### src/hw/rtl/assert_macros.svh
// ----------------------------------------------------------------------------
// assert_macros.svh
// Assertion helpers for the slot cache manager, empty in synthesis
// ----------------------------------------------------------------------------
`ifndef ASSERT_MACROS_SVH
`define ASSERT_MACROS_SVH
`ifndef SYNTHESIS
// same-cycle implication, sampled on clk and quiet during reset
`define RCM_ASSERT_IMP(lbl, ante, cons) \
  lbl: assert property (@(posedge clk) disable iff (!rst_n) (ante) |-> (cons)) \
    else $error("assertion failed");
// next-cycle implication
`define RCM_ASSERT_NXT(lbl, ante, cons) \
  lbl: assert property (@(posedge clk) disable iff (!rst_n) (ante) |=> (cons)) \
    else $error("assertion failed");
`else
`define RCM_ASSERT_IMP(lbl, ante, cons)
`define RCM_ASSERT_NXT(lbl, ante, cons)
`endif
`endif

### src/hw/rtl/rcm_pkg.sv
// ----------------------------------------------------------------------------
// rcm_pkg
// Shared codes and controller/datapath interface types
// ----------------------------------------------------------------------------
package rcm_pkg;

  // opcodes
  localparam logic [3:0] OP_REF    = 4'd0;
  localparam logic [3:0] OP_ADDREF = 4'd1;
  localparam logic [3:0] OP_SEARCH = 4'd2;
  localparam logic [3:0] OP_DEREF  = 4'd3;
  localparam logic [3:0] OP_CLOB   = 4'd4;
  localparam logic [3:0] OP_COUNT  = 4'd5;
  localparam logic [3:0] OP_FREE   = 4'd6;
  localparam logic [3:0] OP_CLEAN  = 4'd7;
  localparam logic [3:0] OP_FLUSH  = 4'd8;
  localparam logic [3:0] OP_SYNC   = 4'd9;

  // result status codes
  localparam logic [1:0] ST_OK       = 2'd0;
  localparam logic [1:0] ST_FULL     = 2'd1;
  localparam logic [1:0] ST_RANGE    = 2'd2;
  localparam logic [1:0] ST_NOTVALID = 2'd3;

  // managed slot count after reset
  localparam logic [6:0] CFG_RESET = 7'd64;

  // kind of result the datapath builds
  typedef logic [2:0] kind_t;
  localparam kind_t K_RANGE = 3'd0;
  localparam kind_t K_EMPTY = 3'd1;
  localparam kind_t K_MISS  = 3'd2;
  localparam kind_t K_HIT   = 3'd3;
  localparam kind_t K_FULL  = 3'd4;
  localparam kind_t K_ALLOC = 3'd5;
  localparam kind_t K_RUN   = 3'd6;
  localparam kind_t K_SLOT  = 3'd7;

  typedef struct packed {
    logic  load;
    logic  step;
    logic  alloc_init;
    logic  alloc_step;
    logic  addr_sidx;
    logic  emit;
    kind_t kind;
  } cmd_t;

  typedef struct packed {
    logic [3:0] op;
    logic       in_range;
    logic       match;
    logic       scan_end;
    logic       any_qual;
    logic       qual_here;
    logic       last_run;
    logic       slot_free;
    logic       alloc_end;
    logic       out_free;
  } sts_t;

endpackage

### src/hw/rtl/rcm_ctrl.sv
// ----------------------------------------------------------------------------
// rcm_ctrl
// Sequencer for lookups, allocation scans, single-slot ops and clean/flush runs
// ----------------------------------------------------------------------------
module rcm_ctrl (
  input  logic           clk,
  input  logic           rst_n,
  input  logic           in_valid,
  output logic           in_stall,
  input  rcm_pkg::sts_t  sts,
  output rcm_pkg::cmd_t  cmd
);

  localparam logic [3:0] S_IDLE  = 4'd0;
  localparam logic [3:0] S_DISP  = 4'd1;
  localparam logic [3:0] S_FEV   = 4'd2;
  localparam logic [3:0] S_ASCAN = 4'd3;
  localparam logic [3:0] S_AEV   = 4'd4;
  localparam logic [3:0] S_SEV   = 4'd5;
  localparam logic [3:0] S_CSCAN = 4'd6;
  localparam logic [3:0] S_CEV   = 4'd7;

  logic [3:0] state_r, state_nxt;

  assign in_stall = (state_r != S_IDLE);

  // next state and commands
  always_comb begin
    state_nxt = state_r;
    cmd       = '0;
    unique case (state_r)
      S_IDLE: begin
        if (in_valid) begin
          cmd.load  = 1'b1;
          state_nxt = S_DISP;
        end
      end
      S_DISP: begin
        case (sts.op) inside
          rcm_pkg::OP_REF, rcm_pkg::OP_ADDREF, rcm_pkg::OP_SEARCH: begin
            state_nxt = S_FEV;
          end
          rcm_pkg::OP_DEREF, rcm_pkg::OP_CLOB, rcm_pkg::OP_COUNT,
          rcm_pkg::OP_FREE, rcm_pkg::OP_SYNC: begin
            if (sts.in_range) begin
              cmd.addr_sidx = 1'b1;
              state_nxt     = S_SEV;
            end else if (sts.out_free) begin
              cmd.emit  = 1'b1;
              cmd.kind  = rcm_pkg::K_RANGE;
              state_nxt = S_IDLE;
            end
          end
          rcm_pkg::OP_CLEAN, rcm_pkg::OP_FLUSH: begin
            if (sts.any_qual) begin
              state_nxt = S_CSCAN;
            end else if (sts.out_free) begin
              cmd.emit  = 1'b1;
              cmd.kind  = rcm_pkg::K_EMPTY;
              state_nxt = S_IDLE;
            end
          end
          default: state_nxt = S_IDLE;
        endcase
      end
      S_FEV: begin
        if (sts.match) begin
          if (sts.out_free) begin
            cmd.emit  = 1'b1;
            cmd.kind  = rcm_pkg::K_HIT;
            state_nxt = S_IDLE;
          end
        end else if (!sts.scan_end) begin
          cmd.step = 1'b1;
        end else if (sts.op == rcm_pkg::OP_SEARCH) begin
          if (sts.out_free) begin
            cmd.emit  = 1'b1;
            cmd.kind  = rcm_pkg::K_MISS;
            state_nxt = S_IDLE;
          end
        end else begin
          cmd.alloc_init = 1'b1;
          state_nxt      = S_ASCAN;
        end
      end
      S_ASCAN: begin
        if (sts.slot_free) begin
          state_nxt = S_AEV;
        end else if (!sts.alloc_end) begin
          cmd.alloc_step = 1'b1;
        end else if (sts.out_free) begin
          cmd.emit  = 1'b1;
          cmd.kind  = rcm_pkg::K_FULL;
          state_nxt = S_IDLE;
        end
      end
      S_AEV: begin
        if (sts.out_free) begin
          cmd.emit  = 1'b1;
          cmd.kind  = rcm_pkg::K_ALLOC;
          state_nxt = S_IDLE;
        end
      end
      S_SEV: begin
        cmd.addr_sidx = 1'b1;
        if (sts.out_free) begin
          cmd.emit  = 1'b1;
          cmd.kind  = rcm_pkg::K_SLOT;
          state_nxt = S_IDLE;
        end
      end
      S_CSCAN: begin
        if (sts.qual_here) begin
          state_nxt = S_CEV;
        end else begin
          cmd.step = 1'b1;
        end
      end
      S_CEV: begin
        if (sts.out_free) begin
          cmd.emit = 1'b1;
          cmd.kind = rcm_pkg::K_RUN;
          if (sts.last_run) begin
            state_nxt = S_IDLE;
          end else begin
            cmd.step  = 1'b1;
            state_nxt = S_CSCAN;
          end
        end
      end
      default: state_nxt = S_IDLE;
    endcase
  end

  // state register
  always_ff @(posedge clk) begin
    if (!rst_n) begin
      state_r <= S_IDLE;
    end else begin
      state_r <= state_nxt;
    end
  end

endmodule

### config.mk
export PLATFORM = sky130hd
export DESIGN_NAME = rcm_ctrl
export DESIGN_NICKNAME = d
export VERILOG_FILES = /design/src/hw/rtl/assert_macros.svh /design/src/hw/rtl/rcm_pkg.sv /design/src/hw/rtl/rcm_ctrl.sv
export SDC_FILE = /design/constraint.sdc
export NUM_CORES = 1
export LEC_CHECK = 0
export ABC_AREA = 1
export BUFFER_PORTS_ARGS = -buffer_cell sky130_fd_sc_hd__buf_2
export CORE_MARGIN = 4
export CORE_UTILIZATION = 50
export CTS_CLUSTER_DIAMETER = 50
export DETAILED_ROUTE_END_ITERATION = 6
export GPL_TIMING_DRIVEN = 0
export PLACE_DENSITY = 0.82
export SYNTH_ARGS = -nofsm -noshare
export SYNTH_HDL_FRONTEND = slang
export SYNTH_SLANG_ARGS = --single-unit
### constraint.sdc
create_clock -name clk -period 2.1 [get_ports clk]
set_input_delay 0.315 -clock clk [delete_from_list [all_inputs] [get_ports clk]]
set_output_delay 0.315 -clock clk [all_outputs]
set_load 0.05 [all_outputs]
==> impl_metrics.csv, run 1 <==
group,metric,value,unit
power_and_ir_drop,p_leak,0.476,nW
synth,synth_area_leaders,"nand2_1 21%, dfxtp_1 12%, inv_1 12%, nand3_1 11%, nor2_1 10%",
synth,syn_inst,126,
worst_setup_path,r2r-end,"state_r[0]",
synth,synth-simple-area-share,0.583,
floorplanning,pin_count,26,
worst_setup_path,crit_end,"cmd[0]",
global_routing,grt_pass1_wl,2.95,mm
cts,cts_hold_buf,0,
final_layout,regMostFlops,"state_r",
cts,h-tree-depth,1,
synth,yosysTopAreaCell,"nand2_1",
final_layout,largest_register_ffs,4,
final_layout,reg_top3,"state_r: 4 flops",
worst_setup_path,endpoint_kind,"output port",
timing,finClkSkew,0.00156,ns
synth,synth_compound_area_frac,0.156,
final_layout,fin_util,0.710,
cts,cts_buffers,3,
outcome,status,"completed",
power_and_ir_drop,p_seq_frac,0.317,
flow_run,maxCapViolCount,0,
timing,period_needed,1.93,ns
timing,final-setup-viol-count,0,
synth,yosysWarnings,0,
routing,drc,0,
synth,synth_xor_area_frac,0,
final_layout,final-seq-area,81.3,um^2
floorplanning,die_area,1940,um^2
placement,place_hpwl,1.56,mm
cts,cts-root-buf,"clkbuf_4",
final_layout,areaGrowthSynthToFinish,27.9,%
worst_setup_path,reg2reg_from,"state_r[0]",
global_routing,grt_pass1_vias,764,
routing,postRouteAntennaNets,0,
timing,hold_ws,0.346,ns
worst_setup_path,path_class,"reg2out",
cts,clockBufferDepth,2,
global_routing,grt_util_all_layers,0.200,
routing,drt_iter0_drc,17,
power_and_ir_drop,ir_drop,0.264,mV
power_and_ir_drop,combPwrFrac,0.340,
timing,slew_violations,0,
synth,synth_top_area_share,0.208,
synth,synth_top_family_by_area,"simple AND/OR/NAND/NOR gates",
cts,tritoncts,"yes",
floorplanning,start_util,0.556,
timing,fin_crit_sh,0.921,
worst_setup_path,crit_path_start_kind,"flip-flop",
final_layout,layout-drive-gt1-share,0.312,
synth,avgSynthCellArea,5.16,um^2
timing,finalSetupTns,0,ns
routing,post_drt_via_cell_ratio,5.13,
floorplanning,fp.coreArea,1170,um^2
synth,synthAdderAreaFrac,0,
routing,wl_per_cell,10.8,um
final_layout,nFillCells,123,
power_and_ir_drop,intPower,0.000172,W
global_routing,antenna_found_initial,0,
power_and_ir_drop,powerDensity,317,nW/um^2
routing,wirelength,1.81,mm
worst_setup_path,r2r_slack,0.73,ns
worst_setup_path,critPathRequiredTime,1.78,ns
floorplanning,die_w,44.1,um
cts,insertion_delay,0.23,ns
power_and_ir_drop,p_sw_frac,0.348,
power_and_ir_drop,clkPwrFrac,0.344,
routing,vias,862,
cts,cts.sinks,4,
worst_setup_path,r2r_cells,10,
cts,clkTransAtPathRegs,0.04,ns
timing,fmax,0.517,GHz
worst_setup_path,crit_start,"state_r[0]",
synth,synthMuxAreaShare,0,
synth,synth-seq-cells,4,
power_and_ir_drop,power.switching,0.0000920,W
placement,io_buffer_count,25,
global_routing,grt_max_degree,10,
floorplanning,rows,12,
routing,first_pass_iters,5,
final_layout,nets,172,
cts,ctsResizeCount,0,
worst_setup_path,critical_path.max_fanout,7,
global_routing,overflow,0,
placement,gp_congestion,0.873,
synth,synth_seq_area_share,0.123,
synth,syn_nets,142,
synth,synthesis.area,651,um^2
floorplanning,dieHeight,44.1,um
final_layout,multi_input_area,494,um^2
final_layout,diodes,0,
worst_hold_path,worstHoldPathType,"in2reg",
synth,synth_cell_types,26,
timing,hold_viol,0,
worst_setup_path,cp.arrival,1.62,ns
cts,postCtsSetupRepairBufs,0,
[cells by family after synthesis]
logic type             after synthesis
AOI/OAI and AO/OA                   15
buffers and inverters               23
DFF                                  4
other                                1
and+or+nand+nor                     83
[through the flow]
stage               worst slack, ns  cell area, um^2  power [W]  std cells
detailed placement            0.329              798   0.000173        165
global placement              0.371              798   0.000169        165
finish                        0.166              832   0.000264        168
floorplan                    0.0170              656   0.000141        126
CTS                          0.0938              821   0.000266        168
global route              -0.000164              832   0.000289        168
[critical path, stage by stage, from the launching register on]
cell	delay, ns
dfxtp_2	0.35
inv_2	0.10
nand2_2	0.08
nor2_2	0.21
inv_1	0.12
o211ai_1	0.16
and2_1	0.14
clkbuf_4	0.22
[power by group through the flow]
stage	Clock [W]	Sequential (W)	Combinational, W
floorplan	0	0.0000832	0.0000574
global placement	0	0.0000839	0.0000855
detailed placement	0	0.0000842	0.0000884
CTS	0.0000940	0.0000830	0.0000888
global route	0.000106	0.0000839	0.0000995
finish	0.0000908	0.0000836	0.0000898
[per-layer routing]
layer,part of all wire,GRT usage
met5,0,0
met2,0.48,0.314
met4,0.012,0.102
met3,0.054,0.0407
met1,0.45,0.256
[layout make-up]
type	instances	area share
flip-flops and latches	4	0.0977
inverters	23	0.104
repair buffers	25	0.156
clock buffers	3	0.0271
well taps	14	0.0211
multi-input cells	99	0.594
[worst min-delay path by stage]
| stage | start | to | slack [ns] | cells after the start |
|---|---|---|---|---|
| 4_1_cts | rst_n | state_r[2] | 0.35 | 3 |
| 2_1_floorplan | rst_n | state_r[2] | 0.47 | 2 |
| 5_1_grt | rst_n | state_r[2] | 0.36 | 3 |
| 3_5_place_dp | state_r[2] | state_r[2] | 0.53 | 2 |
| 3_3_place_gp | state_r[2] | state_r[2] | 0.52 | 2 |
| 6_report | rst_n | state_r[2] | 0.35 | 3 |
[cells in the mapped netlist]
| cell type | instances |
|---|---|
| a21oi_2 | 1 |
| a32o_1 | 1 |
| nand2_1 | 36 |
| nand2_4 | 1 |
| nor2_1 | 18 |
| nand2_2 | 5 |
| a211oi_1 | 1 |
| o2111ai_1 | 1 |
| clkinv_1 | 1 |
| nand4_1 | 2 |
| nor2_2 | 3 |
| o211ai_1 | 1 |
| o21ai_2 | 1 |
| a21oi_1 | 5 |
| inv_2 | 2 |
| a22oi_1 | 1 |
| o21ai_0 | 2 |
| nand3_1 | 14 |
| dfxtp_1 | 4 |
| inv_1 | 20 |
| nand3_2 | 1 |
| and2_1 | 1 |
| conb_1 | 1 |
| o31ai_1 | 1 |
| nor3_1 | 1 |
| nor2_4 | 1 |
[cell usage in the layout, fill, tap and decap left out, drive strengths merged, types with 2 or more instances in the layout]
cell type	synthesis	layout
nor2	22	22
nand4	2	2
a21oi	6	6
o21ai	3	3
nand3	15	15
nand2	42	42
dfxtp	4	4
clkbuf	0	4
inv	22	22
buf	0	24
(Power assumes the default switching activity.)
==> run 2, diff against run 1 <==
--- a/config.mk
+++ b/config.mk
@@ -13,6 +13,7 @@
 export DETAILED_ROUTE_END_ITERATION = 6
 export GPL_TIMING_DRIVEN = 0
 export PLACE_DENSITY = 0.82
+export REMOVE_ABC_BUFFERS = 1
 export SYNTH_ARGS = -nofsm -noshare
 export SYNTH_HDL_FRONTEND = slang
 export SYNTH_SLANG_ARGS = --single-unit
==> run 2 against run 1 <==
Utilization shrank 0.85 points. Clock power about the same. Count of clock-buffer cells in the layout did not move. Die area unchanged. Sequential cell count did not move. First-iteration DRC count grew 88%. Register-to-register slack lost 0.05 ns. Combinational power down 1%. Sequential power barely moved. Final cell count unchanged. Power decreased by 0.61%. Largest cell class unchanged. Highest routed layer unchanged.
==> impl_metrics.csv, run 2 (synthesis gave the netlist of run 1 again) <==
group,metric,value,unit
power_and_ir_drop,intPower,0.000172,W
routing,postRouteAntennaNets,0,
placement,place_ws,0.307,ns
global_routing,antenna_found_initial,0,
worst_setup_path,crit_slowest_cell,"dfxtp_1",
cts,clockBufferDepth,2,
routing,first_pass_iters,4,
worst_setup_path,cp.arrival,1.70,ns
timing,hold_viol,0,
global_routing,grt_pass1_vias,773,
cts,cts-root-buf,"clkbuf_4",
timing,fmax,0.495,GHz
worst_setup_path,path_common_cell,"nand3_1",
cts,insertion_delay,0.23,ns
routing,drt_iter0_drc,32,
floorplanning,start_util,0.556,
worst_hold_path,hold_depth,3,
timing,fin_ws,0.0810,ns
timing,final-setup-viol-count,0,
cts,cts_hold_buf,0,
cts,clkTransAtPathRegs,0.03,ns
cts,cts_buffers,3,
worst_setup_path,endpoint_kind,"output port",
worst_setup_path,r2r_cells,9,
worst_setup_path,path_class,"reg2out",
timing,period_needed,2.02,ns
routing,wirelength,1.82,mm
power_and_ir_drop,clkPwrFrac,0.345,
timing,hold_ws,0.349,ns
timing,finClkSkew,0.00158,ns
placement,place_hpwl,1.54,mm
final_layout,diodes,0,
power_and_ir_drop,ir_drop,0.283,mV
worst_setup_path,reg2reg_from,"state_r[1]",
final_layout,instances_no_fill,168,
power_and_ir_drop,combPwrFrac,0.337,
final_layout,layout-drive-gt1-share,0.292,
global_routing,grt_pass1_wl,2.91,mm
timing,fin_crit_sh,0.961,
global_routing,overflow,0,
routing,drc,0,
worst_setup_path,slowest_delay,0.35,ns
worst_setup_path,r2r-end,"state_r[0]",
worst_hold_path,holdPathEnd,"state_r[2]",
final_layout,reg_top3,"state_r: 4 flops",
worst_hold_path,worstHoldPathType,"in2reg",
floorplanning,die_w,44.1,um
flow_run,maxCapViolCount,0,
worst_setup_path,crit_buf_inv,2,
placement,gp_congestion,0.877,
worst_setup_path,critical_path.top_delay_family,"simple AND/OR/NAND/NOR gates",
floorplanning,dieHeight,44.1,um
worst_setup_path,crit_path_start_kind,"flip-flop",
cts,tritoncts,"yes",
routing,vias,878,
final_layout,largest_register_ffs,4,
floorplanning,fp.coreArea,1170,um^2
global_routing,grt_util_all_layers,0.193,
power_and_ir_drop,powerDensity,319,nW/um^2
final_layout,layout_common_cells,"36 x nand2_1, 24 x buf_2, 20 x inv_1",
power_and_ir_drop,p_leak,0.477,nW
floorplanning,pin_count,26,
final_layout,final_common_cell,"nand2_1",
final_layout,regMostFlops,"state_r",
cts,h-tree-depth,1,
power_and_ir_drop,p_sw_frac,0.346,
worst_setup_path,critical_path.max_fanout,6,
power_and_ir_drop,p_seq_frac,0.318,
cts,cts.sinks,4,
outcome,status,"completed",
global_routing,grt_max_degree,10,
floorplanning,rows,12,
routing,post_drt_via_cell_ratio,5.23,
worst_setup_path,crit_chain,"inv_1, nand3_1, nor2_2, nand3_1, o211ai_1, and2_1, buf_2",
worst_setup_path,critPathRequiredTime,1.78,ns
floorplanning,die_area,1940,um^2
placement,io_buffer_count,25,
final_layout,fin_util,0.702,
power_and_ir_drop,power.switching,0.0000908,W
final_layout,nets,172,
worst_hold_path,hp-start,"rst_n",
worst_setup_path,r2r_slack,0.68,ns
routing,wl_per_cell,10.8,um
timing,slew_violations,0,
placement,place_inst,165,
final_layout,areaGrowthSynthToFinish,26.3,%
timing,rsz0062_at_grt,"false",
cts,postCtsSetupRepairBufs,0,
==> run 2: changes by cell type in the layout (fill, tap and decap cells not counted) <==
| cell | before | now |
|---|---|---|
| inv_1 | 19 | 20 |
| nor3_2 | 1 | 0 |
| nor2_2 | 5 | 4 |
| nor3_1 | 0 | 1 |
| inv_2 | 3 | 2 |
| nor2_1 | 16 | 17 |
| buf_2 | 23 | 24 |
| buf_4 | 1 | 0 |
==> run 2: worst register-to-register path, cell delays in order, from the launching register on <==
cell and delay, ns:
dfxtp_1 0.35, inv_1 0.17, nand3_1 0.16, nor2_2 0.16, nand3_1 0.12, nand2_1 0.10
nand2_1 0.05, nand2_1 0.06, nand2_1 0.05, a21oi_1 0.11
==> run 2: layer usage <==
metal / track usage / wire length (um) / up-vias / part of all wire
li1: - / - / 457 / -
met1: 0.254 / 809 / 376 / 0.44
met2: 0.288 / 845 / 43 / 0.46
met3: 0.0366 / 156 / 2 / 0.086
met4: 0.114 / 10 / 0 / 0.0055
met5: 0 / 0 / - / 0
==> run 2: final cells by class <==
type | count | area (um^2)
Fill cell | 117 | 349
Inverter | 23 | 86.3
Sequential cell | 4 | 81.3
Tap cell | 14 | 17.5
Timing Repair Buffer | 25 | 128
Multi-Input combinational cell | 99 | 487
Clock buffer | 3 | 22.5
==> run 2: per-stage QoR <==
stage / instance area (um^2) / total power, W / TNS (ns)
after floorplan: 651 / 0.000140 / -0.0610
after global placement: 793 / 0.000169 / 0
after detailed placement: 793 / 0.000171 / 0
after CTS: 816 / 0.000266 / 0
after global routing: 822 / 0.000283 / 0
final: 822 / 0.000263 / 0
==> run 2: worst max-delay path by stage <==
stage / from / slack (ns) / depth (start not counted) / to
floorplan: state_r[0] / -0.06 / 5 / cmd[6]
CTS: state_r[0] / 0.08 / 7 / cmd[3]
finish: state_r[1] / 0.08 / 7 / cmd[0]
global placement: sts[10] / 0.38 / 10 / cmd[3]
global route: state_r[1] / 0.01 / 8 / cmd[3]
detailed placement: sts[10] / 0.31 / 10 / cmd[3]
==> run 2: what timing repair did <==
action | CTS | global route
setup endpoints to repair | 0 | 3
gates resized for setup | 0 | 3
hold endpoints to repair | 0 | 0
==> run 2: power groups by stage <==
stage	combinational [W]	sequential (W)	clock [W]
final	0.0000886	0.0000835	0.0000905
after global routing	0.0000988	0.0000839	0.0000998
after CTS	0.0000874	0.0000830	0.0000955
after detailed placement	0.0000872	0.0000841	0
after global placement	0.0000849	0.0000838	0
after floorplan	0.0000570	0.0000832	0
